===== src/rtl/mtce_pkg.sv =====
// Shared types and constants for the markup tag content extractor.
// Used by mtce_ctrl, mtce_dp and the top level.
package mtce_pkg;

  // Characters the scanner looks for
  localparam logic [7:0] CH_LT    = 8'h3C;  // '<'
  localparam logic [7:0] CH_GT    = 8'h3E;  // '>'
  localparam logic [7:0] CH_SLASH = 8'h2F;  // '/'
  localparam logic [7:0] CH_SPACE = 8'h20;  // ' '

  // Result kinds
  localparam logic KIND_DATA = 1'b0;
  localparam logic KIND_END  = 1'b1;

  // Commands from the controller to the datapath
  typedef struct packed {
    logic take_in;  // process the byte on the input port
    logic step;     // pop and process the top of the replay stack
    logic push;     // push one held byte onto the replay stack
    logic flush;    // one end-of-data step
    logic drain;    // hand the pending result to the output, marked last
  } ctl_cmd_t;

  // Status from the datapath to the controller
  typedef struct packed {
    logic mismatch;     // current byte breaks a partial closing match
    logic emit;         // current step produces a result
    logic stack_empty;  // nothing left to replay
    logic emit_ok;      // a new result can be taken this cycle
    logic push_last;    // this push is the last of the replay sequence
    logic flush_last;   // this flush step finishes end-of-data handling
    logic pend_valid;   // a result waits in the pending register
    logic out_free;     // output register can load this cycle
  } ctl_sts_t;

  // Text after '<' of a head tag: "head"
  function automatic logic [7:0] head_char(input logic [1:0] idx);
    logic [7:0] c;
    case (idx)
      2'd0:    c = 8'h68;  // h
      2'd1:    c = 8'h65;  // e
      2'd2:    c = 8'h61;  // a
      default: c = 8'h64;  // d
    endcase
    return c;
  endfunction

  // Text after '<' of a doctype tag: "!DOCTYPE"
  function automatic logic [7:0] doctype_char(input logic [2:0] idx);
    logic [7:0] c;
    case (idx)
      3'd0:    c = 8'h21;  // !
      3'd1:    c = 8'h44;  // D
      3'd2:    c = 8'h4F;  // O
      3'd3:    c = 8'h43;  // C
      3'd4:    c = 8'h54;  // T
      3'd5:    c = 8'h59;  // Y
      3'd6:    c = 8'h50;  // P
      default: c = 8'h45;  // E
    endcase
    return c;
  endfunction

endpackage


===== src/rtl/mtce_ctrl.sv =====
// Sequencing controller for the markup tag content extractor.
// Depends on mtce_pkg; drives mtce_dp through ctl_cmd_t / ctl_sts_t.
module mtce_ctrl
  import mtce_pkg::*;
(
  input  logic     clk,
  input  logic     rst,
  input  logic     in_valid,
  output logic     in_ready,
  input  logic     is_last,
  input  ctl_sts_t sts,
  output ctl_cmd_t cmd
);

  typedef enum logic [2:0] {
    S_IDLE,
    S_PROC,
    S_PUSH,
    S_FLUSH,
    S_DRAIN
  } state_t;

  state_t state, state_next;
  logic   last_q;

  // Command decode and next state
  always_comb begin
    cmd        = '0;
    state_next = state;
    case (state)
      S_IDLE: begin
        if (in_valid && in_ready) begin
          cmd.take_in = 1'b1;
          if (sts.mismatch)  state_next = S_PUSH;
          else if (is_last)  state_next = S_FLUSH;
          else if (sts.emit) state_next = S_DRAIN;
        end
      end
      S_PROC: begin
        if (sts.stack_empty) begin
          state_next = last_q ? S_FLUSH : S_DRAIN;
        end else if (sts.emit_ok) begin
          cmd.step = 1'b1;
          if (sts.mismatch) state_next = S_PUSH;
        end
      end
      S_PUSH: begin
        cmd.push = 1'b1;
        if (sts.push_last) state_next = S_PROC;
      end
      S_FLUSH: begin
        if (sts.emit_ok) begin
          cmd.flush = 1'b1;
          if (sts.flush_last) state_next = S_DRAIN;
        end
      end
      S_DRAIN: begin
        if (!sts.pend_valid) begin
          state_next = S_IDLE;
        end else if (sts.out_free) begin
          cmd.drain  = 1'b1;
          state_next = S_IDLE;
        end
      end
      default: state_next = S_IDLE;
    endcase
  end

  // State, end-of-document flag and registered ready
  always_ff @(posedge clk) begin
    if (rst) begin
      state    <= S_IDLE;
      in_ready <= 1'b1;
      last_q   <= 1'b0;
    end else begin
      state    <= state_next;
      in_ready <= (state_next == S_IDLE);
      if (cmd.take_in) last_q <= is_last;
    end
  end

endmodule


===== src/rtl/mtce_dp.sv =====
// Datapath of the markup tag content extractor: scanner state, tag name
// store, replay stack and result registers. Depends on mtce_pkg.
module mtce_dp
  import mtce_pkg::*;
#(
  parameter int MAX_NAME = 16
) (
  input  logic       clk,
  input  logic       rst,
  input  ctl_cmd_t   cmd,
  output ctl_sts_t   sts,
  input  logic [7:0] byte_in,
  output logic       out_valid,
  input  logic       out_ready,
  output logic       kind,
  output logic [7:0] value,
  output logic       last_of_run
);

  localparam int QCAP = MAX_NAME + 4;
  localparam int NIW  = (MAX_NAME > 1) ? $clog2(MAX_NAME) : 1;
  localparam int LW   = $clog2(MAX_NAME + 1);
  localparam int HW   = $clog2(MAX_NAME + 3);
  localparam int SPW  = $clog2(QCAP + 1);
  localparam int SIW  = $clog2(QCAP);

  localparam logic [HW:0]    NAME_LIM = (HW + 1)'(MAX_NAME);
  localparam logic [LW-1:0]  LEN_LIM  = LW'(MAX_NAME);
  localparam logic [SPW-1:0] SP_LIM   = SPW'(QCAP);

  typedef enum logic [1:0] {
    MODE_SEARCH,
    MODE_TAG,
    MODE_SKIP,
    MODE_CAPTURE
  } mode_t;

  // Scanner state
  mode_t         mode, mode_next;
  logic [3:0]    tag_pos, tag_pos_next;
  logic [7:0]    name_store [MAX_NAME];
  logic [LW-1:0] name_len, name_len_next;
  logic          name_closed, name_closed_next;
  logic          head_match, head_match_next;
  logic          doctype_match, doctype_match_next;
  logic [HW-1:0] hold_len, hold_len_next;

  // Replay stack and its sequencing
  logic [7:0]     stack [QCAP];
  logic [SPW-1:0] sp, sp_next, sp_m1;
  logic           push_b, push_b_next;
  logic [7:0]     push_byte, push_byte_next;
  logic [HW-1:0]  seq_k, seq_k_next;

  // Pending and output result registers
  logic       pend_valid;
  logic       pend_kind;
  logic [7:0] pend_value;

  logic          do_step, name_we, st_we, load_out;
  logic [7:0]    src, stack_top, cc, st_wdata;
  logic [HW-1:0] rd_k, rd_idx;
  logic [HW:0]   hold_inc, full_len;
  logic          e_valid, e_kind, mismatch, out_free;
  logic [7:0]    e_value;

  // Closing-text read port: byte k of "</" + name
  assign rd_k   = (cmd.push || cmd.flush) ? seq_k : hold_len;
  assign rd_idx = rd_k - HW'(2);
  always_comb begin
    if (rd_k == HW'(0))                 cc = CH_LT;
    else if (rd_k == HW'(1))            cc = CH_SLASH;
    else if ({1'b0, rd_idx} < NAME_LIM) cc = name_store[rd_idx[NIW-1:0]];
    else                                cc = 8'h00;
  end

  assign sp_m1     = sp - SPW'(1);
  assign stack_top = stack[sp_m1[SIW-1:0]];
  assign src       = cmd.take_in ? byte_in : stack_top;
  assign do_step   = cmd.take_in | cmd.step;
  assign hold_inc  = {1'b0, hold_len} + (HW + 1)'(1);
  assign full_len  = (HW + 1)'(name_len) + (HW + 1)'(2);
  assign out_free  = !out_valid || out_ready;

  // One scan step per cycle while the controller issues take_in or step
  always_comb begin
    mode_next          = mode;
    tag_pos_next       = tag_pos;
    name_len_next      = name_len;
    name_closed_next   = name_closed;
    head_match_next    = head_match;
    doctype_match_next = doctype_match;
    hold_len_next      = hold_len;
    sp_next            = sp;
    push_b_next        = push_b;
    push_byte_next     = push_byte;
    seq_k_next         = seq_k;
    name_we            = 1'b0;
    st_we              = 1'b0;
    st_wdata           = cc;
    e_valid            = 1'b0;
    e_kind             = KIND_DATA;
    e_value            = 8'h00;
    mismatch           = 1'b0;

    if (do_step) begin
      case (mode)
        MODE_SEARCH: begin
          if (src == CH_LT) begin
            mode_next          = MODE_TAG;
            tag_pos_next       = 4'd0;
            name_len_next      = '0;
            name_closed_next   = 1'b0;
            head_match_next    = 1'b1;
            doctype_match_next = 1'b1;
          end
        end
        MODE_TAG: begin
          if (src == CH_GT) begin
            hold_len_next = '0;
            if (head_match && tag_pos >= 4'd4)         mode_next = MODE_SKIP;
            else if (doctype_match && tag_pos >= 4'd8) mode_next = MODE_SEARCH;
            else                                       mode_next = MODE_CAPTURE;
          end else begin
            if (tag_pos < 4'd4 && src != head_char(tag_pos[1:0]))
              head_match_next = 1'b0;
            if (tag_pos < 4'd8 && src != doctype_char(tag_pos[2:0]))
              doctype_match_next = 1'b0;
            if (tag_pos != 4'd15) tag_pos_next = tag_pos + 4'd1;
            if (!name_closed) begin
              if (src == CH_SPACE) begin
                name_closed_next = 1'b1;
              end else if (name_len < LEN_LIM) begin
                name_we       = 1'b1;
                name_len_next = name_len + LW'(1);
              end
            end
          end
        end
        default: begin
          // skip or capture: watch for "</" + name
          if (hold_len == '0) begin
            if (src == CH_LT) begin
              hold_len_next = HW'(1);
            end else if (mode == MODE_CAPTURE) begin
              e_valid = 1'b1;
              e_value = src;
            end
          end else if (src == cc) begin
            if (hold_inc >= full_len) begin
              hold_len_next = '0;
              mode_next     = MODE_SEARCH;
              if (mode == MODE_CAPTURE) begin
                e_valid = 1'b1;
                e_kind  = KIND_END;
              end
            end else begin
              hold_len_next = hold_inc[HW-1:0];
            end
          end else begin
            // broken match: release '<' in capture, replay the rest and this byte
            mismatch       = 1'b1;
            hold_len_next  = '0;
            push_b_next    = 1'b1;
            push_byte_next = src;
            seq_k_next     = hold_len - HW'(1);
            if (mode == MODE_CAPTURE) begin
              e_valid = 1'b1;
              e_value = CH_LT;
            end
          end
        end
      endcase
      if (cmd.step) sp_next = sp_m1;
    end else if (cmd.push) begin
      // held bytes go on the stack so the oldest is popped first
      st_wdata = push_b ? push_byte : cc;
      if (sp < SP_LIM) begin
        st_we   = 1'b1;
        sp_next = sp + SPW'(1);
      end
      if (push_b) push_b_next = 1'b0;
      else        seq_k_next  = seq_k - HW'(1);
    end else if (cmd.flush) begin
      // end of document: open capture releases held bytes, then end marker
      if (mode == MODE_CAPTURE && seq_k != hold_len) begin
        e_valid    = 1'b1;
        e_value    = cc;
        seq_k_next = seq_k + HW'(1);
      end else begin
        if (mode == MODE_CAPTURE) begin
          e_valid = 1'b1;
          e_kind  = KIND_END;
        end
        mode_next          = MODE_SEARCH;
        tag_pos_next       = 4'd0;
        name_len_next      = '0;
        name_closed_next   = 1'b0;
        head_match_next    = 1'b0;
        doctype_match_next = 1'b0;
        hold_len_next      = '0;
        seq_k_next         = '0;
      end
    end
  end

  assign load_out = (e_valid && pend_valid) || (cmd.drain && pend_valid);

  // Status to the controller
  always_comb begin
    sts             = '0;
    sts.mismatch    = mismatch;
    sts.emit        = e_valid;
    sts.stack_empty = (sp == '0);
    sts.emit_ok     = !pend_valid || out_free;
    sts.push_last   = push_b ? (seq_k == '0) : (seq_k == HW'(1));
    sts.flush_last  = (mode != MODE_CAPTURE) || (seq_k == hold_len);
    sts.pend_valid  = pend_valid;
    sts.out_free    = out_free;
  end

  // Control state
  always_ff @(posedge clk) begin
    if (rst) begin
      mode          <= MODE_SEARCH;
      tag_pos       <= 4'd0;
      name_len      <= '0;
      name_closed   <= 1'b0;
      head_match    <= 1'b0;
      doctype_match <= 1'b0;
      hold_len      <= '0;
      sp            <= '0;
      push_b        <= 1'b0;
      seq_k         <= '0;
      pend_valid    <= 1'b0;
      out_valid     <= 1'b0;
    end else begin
      mode          <= mode_next;
      tag_pos       <= tag_pos_next;
      name_len      <= name_len_next;
      name_closed   <= name_closed_next;
      head_match    <= head_match_next;
      doctype_match <= doctype_match_next;
      hold_len      <= hold_len_next;
      sp            <= sp_next;
      push_b        <= push_b_next;
      seq_k         <= seq_k_next;
      if (e_valid)     pend_valid <= 1'b1;
      else if (cmd.drain) pend_valid <= 1'b0;
      if (load_out)       out_valid <= 1'b1;
      else if (out_ready) out_valid <= 1'b0;
    end
  end

  // Payload: name store, replay stack, pending and output results
  always_ff @(posedge clk) begin
    push_byte <= push_byte_next;
    if (name_we) name_store[name_len[NIW-1:0]] <= src;
    if (st_we)   stack[sp[SIW-1:0]] <= st_wdata;
    if (load_out) begin
      kind        <= pend_kind;
      value       <= pend_value;
      last_of_run <= !e_valid;
    end
    if (e_valid) begin
      pend_kind  <= e_kind;
      pend_value <= e_value;
    end
  end

endmodule


===== src/rtl/markup_tag_content_extractor_top.sv =====
// Top level of the markup tag content extractor.
// Instantiates mtce_ctrl and mtce_dp; depends on mtce_pkg.
//
//   channel  direction  handshake            payload
//   in       input      in_valid / in_ready  byte_in[7:0], is_last
//   out      output     out_valid/out_ready  kind, value[7:0], last_of_run
//
// A byte is scanned, then handed off in a further step if it has a result.
// A broken closing-tag match with h held bytes is scanned, then takes h pushes
// onto the replay stack, h rescans, an empty-stack check and a drain step.
// The last byte of a document is scanned, flushed and drained, with one flush
// step per held byte plus one end marker in a capture, a single one otherwise.
// Reset is synchronous; a stalled output holds the block once both the output
// and pending registers are full.
module markup_tag_content_extractor_top
  import mtce_pkg::*;
#(
  parameter int MAX_NAME = 16
) (
  input  logic       clk,
  input  logic       rst,
  input  logic       in_valid,
  output logic       in_ready,
  input  logic [7:0] byte_in,
  input  logic       is_last,
  output logic       out_valid,
  input  logic       out_ready,
  output logic       kind,
  output logic [7:0] value,
  output logic       last_of_run
);

  ctl_cmd_t cmd;
  ctl_sts_t sts;

  mtce_ctrl u_ctrl (
    .clk      (clk),
    .rst      (rst),
    .in_valid (in_valid),
    .in_ready (in_ready),
    .is_last  (is_last),
    .sts      (sts),
    .cmd      (cmd)
  );

  mtce_dp #(
    .MAX_NAME (MAX_NAME)
  ) u_dp (
    .clk         (clk),
    .rst         (rst),
    .cmd         (cmd),
    .sts         (sts),
    .byte_in     (byte_in),
    .out_valid   (out_valid),
    .out_ready   (out_ready),
    .kind        (kind),
    .value       (value),
    .last_of_run (last_of_run)
  );

endmodule


===== config.mk =====
export PLATFORM = sky130hd
export DESIGN_NAME = markup_tag_content_extractor_top
export DESIGN_NICKNAME = d
export VERILOG_FILES = /design/src/rtl/mtce_pkg.sv /design/src/rtl/mtce_ctrl.sv /design/src/rtl/mtce_dp.sv /design/src/rtl/markup_tag_content_extractor_top.sv
export SDC_FILE = /design/constraint.sdc
export NUM_CORES = 1
export LEC_CHECK = 0
export BUFFER_PORTS_ARGS = -buffer_cell sky130_fd_sc_hd__buf_2
export CAP_MARGIN = 20
export CORE_ASPECT_RATIO = 0.6
export CORE_MARGIN = 5
export CORE_UTILIZATION = 45
export CTS_CLUSTER_SIZE = 14
export DETAILED_ROUTE_END_ITERATION = 10
export PLACE_DENSITY = 0.66
export SLEW_MARGIN = 20
export SYNTH_ARGS = -nofsm -noshare
export SYNTH_HDL_FRONTEND = slang
export SYNTH_SLANG_ARGS = --single-unit

===== constraint.sdc =====
create_clock -name clk -period 11.7 [get_ports clk]
set_input_delay 0.585 -clock clk [delete_from_list [all_inputs] [get_ports clk]]
set_output_delay 0.585 -clock clk [all_outputs]
set_load 0.02 [all_outputs]

==> metrics.yaml, run 1 <==
detailed_routing:
  antenna_left: 0
  post_drt_wl_per_cell_um: 26.64
  drt_drc_violations_left: 0
  first_pass_iters: 8
  vias: 12120
  wl_mm: 50.30
  routed_via_density: 6.418
  dr.first_iter.drc_count: 2013
clock_network:
  cts.htree.levels: 2
  clkSinkCount: 352
  numCtsBuffers: 36
  worstSkewPairLatency_ns: 0.53
  hold_buffers: 0
  cts_tree: "yes"
  post-cts-setup-buffers: 0
  cts_resized: 0
  cts_root_buf: "clkbuf_16"
  cts_buffer_depth: 3
  clk_pin_slew_ns: 0.06
placed_design:
  gp_congestion: 0.9910
  dpl.hpwl_mm: 34.75
  io_buffers: 24
  place_inst: 1819
worst_setup_path:
  rr_worst_depth: 12
  crit_fanout: 50
  rr_endpoint: "u_dp.name_store[7][5]"
  ff2ff_setup_slack_ns: 5.31
  crit_end: "u_dp.name_store[7][5]"
  critPathKind: "flop to flop"
  cp.required_ns: 11.92
  cp-startpoint: "u_dp.sp[0]"
  arrival_ns: 6.61
  rr_startpoint: "u_dp.sp[0]"
  start_kind: "flop"
  critPathCaptureType: "flop"
min_path:
  hp-class: "flop to flop"
  hp-start: "u_dp.pend_kind"
layout:
  synthToLayoutAreaGrowth_pct: 10.46
  instances_no_fill: 1888
  drive_gt1_frac: 0.1466
  fin_nets: 1383
synthesis:
  yosys.area_share.adder: 0.01883
  synthMuxAreaShare: 0.1009
  syn_area_mm2: 0.01728
  yosysSeqAreaShare: 0.5903
  synth_compound_area_frac: 0.1301
  synth_xor_area_frac: 0.01767
  yosys.cell_types.count: 88
  syn_nets: 1377
  yosys_warnings: 0
  syn_inst: 1338
  synth_top_family_by_area: "compound AO/OA/AOI/OAI gates"
  synthSimpleGateAreaFrac: 0.1136
  synth_ff_type: "edfxtp_1"
  synth_edf_count: 315
  syn_area_per_cell_um2: 12.91
  ys_ff_latch: 352
  async_flop_share: 0
sta:
  worst_pin_slew_ns: 1.098
  setup_viol: 0
  period_minus_slack_ns: 6.387
  fmax_ghz: 0.1566
  tns_ns: 0
  fin_crit_sh: 0.5459
  drv_slew: 0
  finalClockSkew_ns: 0.02443
  slew_headroom: 0.2655
  finalHoldViolations: 0
  rsz0062_at_grt: "false"
global_route:
  grt_pass1_wl_mm: 74.03
  antenna_found_initial: 4
  gr-total-overflow: 0
  grt_util_all_layers: 0.2284
  grt_pass1_vias: 11230
  grt_max_degree: 51
power:
  irDropWorstVdd_v: 0.00009526
  powerDensity_mw_per_mm2: 197.6
  leakagePower_nw: 6.281
  total_power_w: 0.003771
outcome:
  status: "finished clean"
floorplanning:
  die-width_um: 263.0
  die_area_mm2: 0.04254
  die_h_um: 161.8
  core_mm2: 0.03778
  fp-row-count: 55
  io-pin-count: 25
  initial_core_util: 0.4573
job:
  cap_violations: 0
## where the power goes
| group | internal (W) | total [W] | switching, W |
|---|---|---|---|
| Combinational | 0.000314 | 0.00102 | 0.000710 |
| Clock | 0.000707 | 0.00118 | 0.000474 |
| Sequential | 0.00152 | 0.00157 | 0.0000461 |
| Total | 0.00254 | 0.00377 | 0.00123 |
## logic make-up after synthesis
kind of cell               after synthesis
and+or+nand+nor                        385
DFF                                    352
AOI/OAI and AO/OA                      310
muxes                                  122
buffers and inverters                  109
xor gates and xnor gates                34
adders and majority gates               26
## cell type report
type | count | area, um^2
Antenna cell | 4 | 10.01
Clock buffer | 48 | 987.2
Clock inverter | 17 | 219.0
Fill cell | 3170 | 18690
Inverter | 29 | 108.9
Multi-Input combinational cell | 877 | 6613
Sequential cell | 352 | 10210
Tap cell | 513 | 641.9
Timing Repair Buffer | 48 | 300.3
## routing by layer
metal	vias to the layer above	GRT usage	wire, um
li1	5262	-	-
met1	5937	0.3564	22360
met2	826	0.2846	18700
met3	92	0.1061	8135
met4	0	0.05103	1102
met5	-	0	0
## cells in the mapped netlist, types with 25 or more instances
library cell	count	area share
nor2_1	99	0.022
a211oi_1	27	0.012
ha_1	26	0.019
mux4_2	40	0.052
nor3_1	25	0.0072
o21ai_0	39	0.011
nand2b_1	29	0.011
clkbuf_1	42	0.0091
mux2i_1	64	0.037
nand2_1	81	0.018
dfxtp_1	37	0.043
edfxtp_1	315	0.55
nand3_1	48	0.014
a21oi_1	49	0.014
## critical path, cell delays in order (launching register included)
cell	delay (ns)
dfxtp_4	0.96
inv_1	0.16
ha_2	0.75
buf_4	0.42
mux4_2	0.35
mux2i_1	0.14
mux2i_1	0.11
a21oi_1	0.50
clkinv_1	0.92
o41ai_1	0.79
or2_1	0.42
nor3b_1	0.16
and2_1	0.34
## layout by cell type (no fill, tap or decap), types with 18 or more instances in the layout
master,n
inv_1,24
xnor2_1,23
nand2b_1,29
nor3_1,25
a211oi_1,27
nand3_1,48
and2_1,23
nor2_1,99
buf_4,24
mux2i_1,64
edfxtp_1,315
mux4_2,40
o21ai_0,38
mux2_2,18
ha_1,25
dfxtp_1,34
nand2_1,81
clkbuf_16,37
buf_2,24
a21oi_1,49
## through the flow
stage	util	cell area, um^2	hold slack [ns]	worst slack (ns)
CTS	0.5048	19070	0.4045	5.377
global route	0.5051	19080	0.4246	4.928
detailed placement	0.4728	17860	0.4093	5.429
global placement	0.4728	17860	0.4125	5.549
floorplan	-	17280	0.4003	6.876
finish	0.5052	19090	0.4211	5.313
## state kept, by name, indices dropped and copies added, names as in the netlist
| signal | flops |
|---|---|
| u_ctrl.in_ready | 1 |
| u_ctrl.last_q | 1 |
| u_ctrl.state | 3 |
| u_dp.doctype_match | 1 |
| u_dp.head_match | 1 |
| u_dp.hold_len | 5 |
| u_dp.kind | 1 |
| u_dp.last_of_run | 1 |
| u_dp.mode | 2 |
| u_dp.name_closed | 1 |
| u_dp.name_len | 5 |
| u_dp.name_store | 128 |
| u_dp.out_valid | 1 |
| u_dp.pend_kind | 1 |
| u_dp.pend_valid | 1 |
| u_dp.pend_value | 8 |
| u_dp.push_b | 1 |
| u_dp.push_byte | 8 |
| u_dp.seq_k | 5 |
| u_dp.sp | 5 |
| u_dp.stack | 160 |
| u_dp.tag_pos | 4 |
| u_dp.value | 8 |
## worst min-delay path by stage
stage                    end  slack (ns)  cells after the start
6_report           u_dp.kind        0.42                      0
5_1_grt            u_dp.kind        0.42                      0
4_1_cts            u_dp.kind        0.40                      0
3_5_place_dp   u_dp.value[6]        0.41                      0
3_3_place_gp   u_dp.value[5]        0.41                      0
2_1_floorplan      u_dp.kind        0.40                      0
(Power assumes the default switching activity.)
==> run 2, diff against run 1 <==
==> constraint.sdc (replaced) <==
create_clock -name clk -period 5.9 [get_ports clk]
set_input_delay 0.295 -clock clk [delete_from_list [all_inputs] [get_ports clk]]
set_output_delay 0.295 -clock clk [all_outputs]
set_load 0.02 [all_outputs]
==> metrics.yaml, run 2 (synthesis results as in run 1) <==
outcome:
  status: "finished clean"
power:
  powerDensity_mw_per_mm2: 394.9  # +100%
  total_power_w: 0.007583  # +100%
  irDropWorstVdd_v: 0.0002056  # +120%
  leakagePower_nw: 6.331  # +0.80%
worst_setup_path:
  cp.required_ns: 6.08  # -5.84 ns
  crit_fanout: 22  # -56%
  critPathKind: "flop to flop"
  critical-path-max-stage-delay_ns: 0.61  # -0.35 ns
  start_kind: "flop"
  arrival_ns: 5.43  # -1.18 ns
  crit_chain: "inv_1 -> ha_2 -> buf_4 -> mux4_2 -> and3_1 -> a211oi_1 -> o31a_1 -> or2_2 -> inv_2 -> a31o_2 -> or2_1 -> nor3b_1 -> and2_1"
  critPathSlowestCell: "ha_2"
  critPathCaptureType: "flop"
  rr_startpoint: "u_dp.sp[1]"
  cp-startpoint: "u_dp.sp[1]"
sta:
  fmax_ghz: 0.1906  # +22%
  finalHoldViolations: 0  # unchanged
  period_minus_slack_ns: 5.247  # -1.140 ns
  tns_ns: 0  # unchanged
  slew_headroom: 0.1777  # -0.08777
  setup_viol: 0  # unchanged
  worst_pin_slew_ns: 1.225  # +0.1263 ns
  drv_slew: 0  # unchanged
  rsz0062_at_grt: "false"
  finalClockSkew_ns: 0.01724  # -0.007189 ns
  fin_crit_sh: 0.8894  # +0.3435
clock_network:
  clkSinkCount: 352  # unchanged
  cts.htree.levels: 2  # unchanged
  post-cts-setup-buffers: 0  # unchanged
  cts_buffer_depth: 3  # unchanged
  hold_buffers: 0  # unchanged
  cts_tree: "yes"
  numCtsBuffers: 36  # unchanged
  cts_root_buf: "clkbuf_16"
  worstSkewPairLatency_ns: 0.54  # about the same
  cts_resized: 0  # unchanged
  clk_pin_slew_ns: 0.06  # about the same
floorplanning:
  io-pin-count: 25  # unchanged
  initial_core_util: 0.4573  # unchanged
  fp-row-count: 55  # unchanged
  core_mm2: 0.03778  # unchanged
  die_area_mm2: 0.04254  # unchanged
  die_h_um: 161.8  # unchanged
  die-width_um: 263.0  # unchanged
detailed_routing:
  met3_length_mm: 8.042  # -1.1%
  vias: 12200  # +0.68%
  post_drt_wl_per_cell_um: 26.77  # +0.50%
  first_pass_iters: 7  # -1
  antenna_left: 0  # unchanged
  wl_met1_mm: 23.44  # +4.8%
  topRoutingLayerUsed: "met4"
  wl_mm: 50.77  # +0.93%
  routed_via_density: 6.434  # +0.25%
  wl_met2_mm: 18.54  # -0.84%
  drt_drc_violations_left: 0  # unchanged
  dr.first_iter.drc_count: 1884  # -6.4%
global_route:
  grt_max_degree: 50  # -2.0%
  grt_util_all_layers: 0.2315  # +0.003107
  grt_pass1_vias: 11210  # -0.12%
  grt_pass1_wl_mm: 74.67  # +0.87%
  gr-total-overflow: 0  # unchanged
  antenna_found_initial: 1  # -3
layout:
  synthToLayoutAreaGrowth_pct: 11.13
  layout_commonest_cell: "edfxtp_1"
  fin_nets: 1394  # +0.80%
  final_cell_mix: "315 x edfxtp_1, 99 x nor2_1, 81 x nand2_1"
  largest_reg_flops: 160  # unchanged
  diodes: 0  # -4
  instances_no_fill: 1896  # +0.42%
  drive_gt1_frac: 0.1547  # +0.008128
  final_area_mm2: 0.01920  # +0.60%
  post-route-util: 0.5082  # +0.003047
placed_design:
  gp_congestion: 0.9652  # -2.6%
  place_inst: 1830  # +0.60%
  io_buffers: 24  # unchanged
  place_area_mm2: 0.01795  # +0.46%
  dpl.hpwl_mm: 35.44  # +2.0%
min_path:
  hp-class: "input pin to flop"
  hp-start: "is_last"
job:
  cap_violations: 0  # unchanged
-- run 2: changes by cell type in the layout (fill, tap and decap cells not counted), moves of 3 or more --
| cell | previous run | this run |
|---|---|---|
| clkbuf_1 | 9 | 6 |
| buf_4 | 24 | 35 |
| clkinv_2 | 7 | 4 |
| diode_2 | 4 | 0 |
| clkinvlp_4 | 0 | 5 |
-- run 2: final timing paths --
path                                end  slack, ns  cells after the start
hold / removal            u_ctrl.last_q       0.14                      3
setup / recovery  u_dp.name_store[5][4]       0.65                     13
hold reg to reg           u_dp.value[7]       0.42                      0
setup reg to reg  u_dp.name_store[5][4]       0.65                     13
-- run 2: power by group --
group | switching [W] | leakage [nW] | internal, W
Sequential | 0.0000512 | 3.14 | 0.00301
Combinational | 0.00147 | 2.60 | 0.000656
Clock | 0.000992 | 0.590 | 0.00140
-- run 2: layout make-up --
type	count	area, um^2
clock buffers	47	1015
clock inverters	19	222.7
fillers	3197	18580
inverters	29	108.9
multi-input cells	877	6624
flip-flops and latches	352	10210
well taps	513	641.9
repair buffers	59	382.9
-- run 2: critical path, delay by kind of cell (launching register included) --
family / cells / cell delay (ns)
DFF: 1 / 0.55
and+or+nand+nor: 5 / 1.83
muxes: 1 / 0.36
adders and majority gates: 1 / 0.61
AOI/OAI and AO/OA: 3 / 0.77
buffers and inverters: 3 / 0.74
-- run 2: through the flow --
stage,hold WS [ns],setup slack (ns)
final,0.1433,0.6527
after global routing,0.1406,0.3975
after CTS,0.1282,0.7581
after detailed placement,0.4045,0.7667
after global placement,0.4056,0.9118
after floorplan,0.4003,1.076
-- run 2: metal layers --
| metal | up-vias | global-route usage |
|---|---|---|
| li1 | 5283 | - |
| met1 | 6030 | 0.3810 |
| met2 | 831 | 0.2829 |
| met3 | 55 | 0.09251 |
| met4 | 0 | 0.04016 |
| met5 | - | 0 |
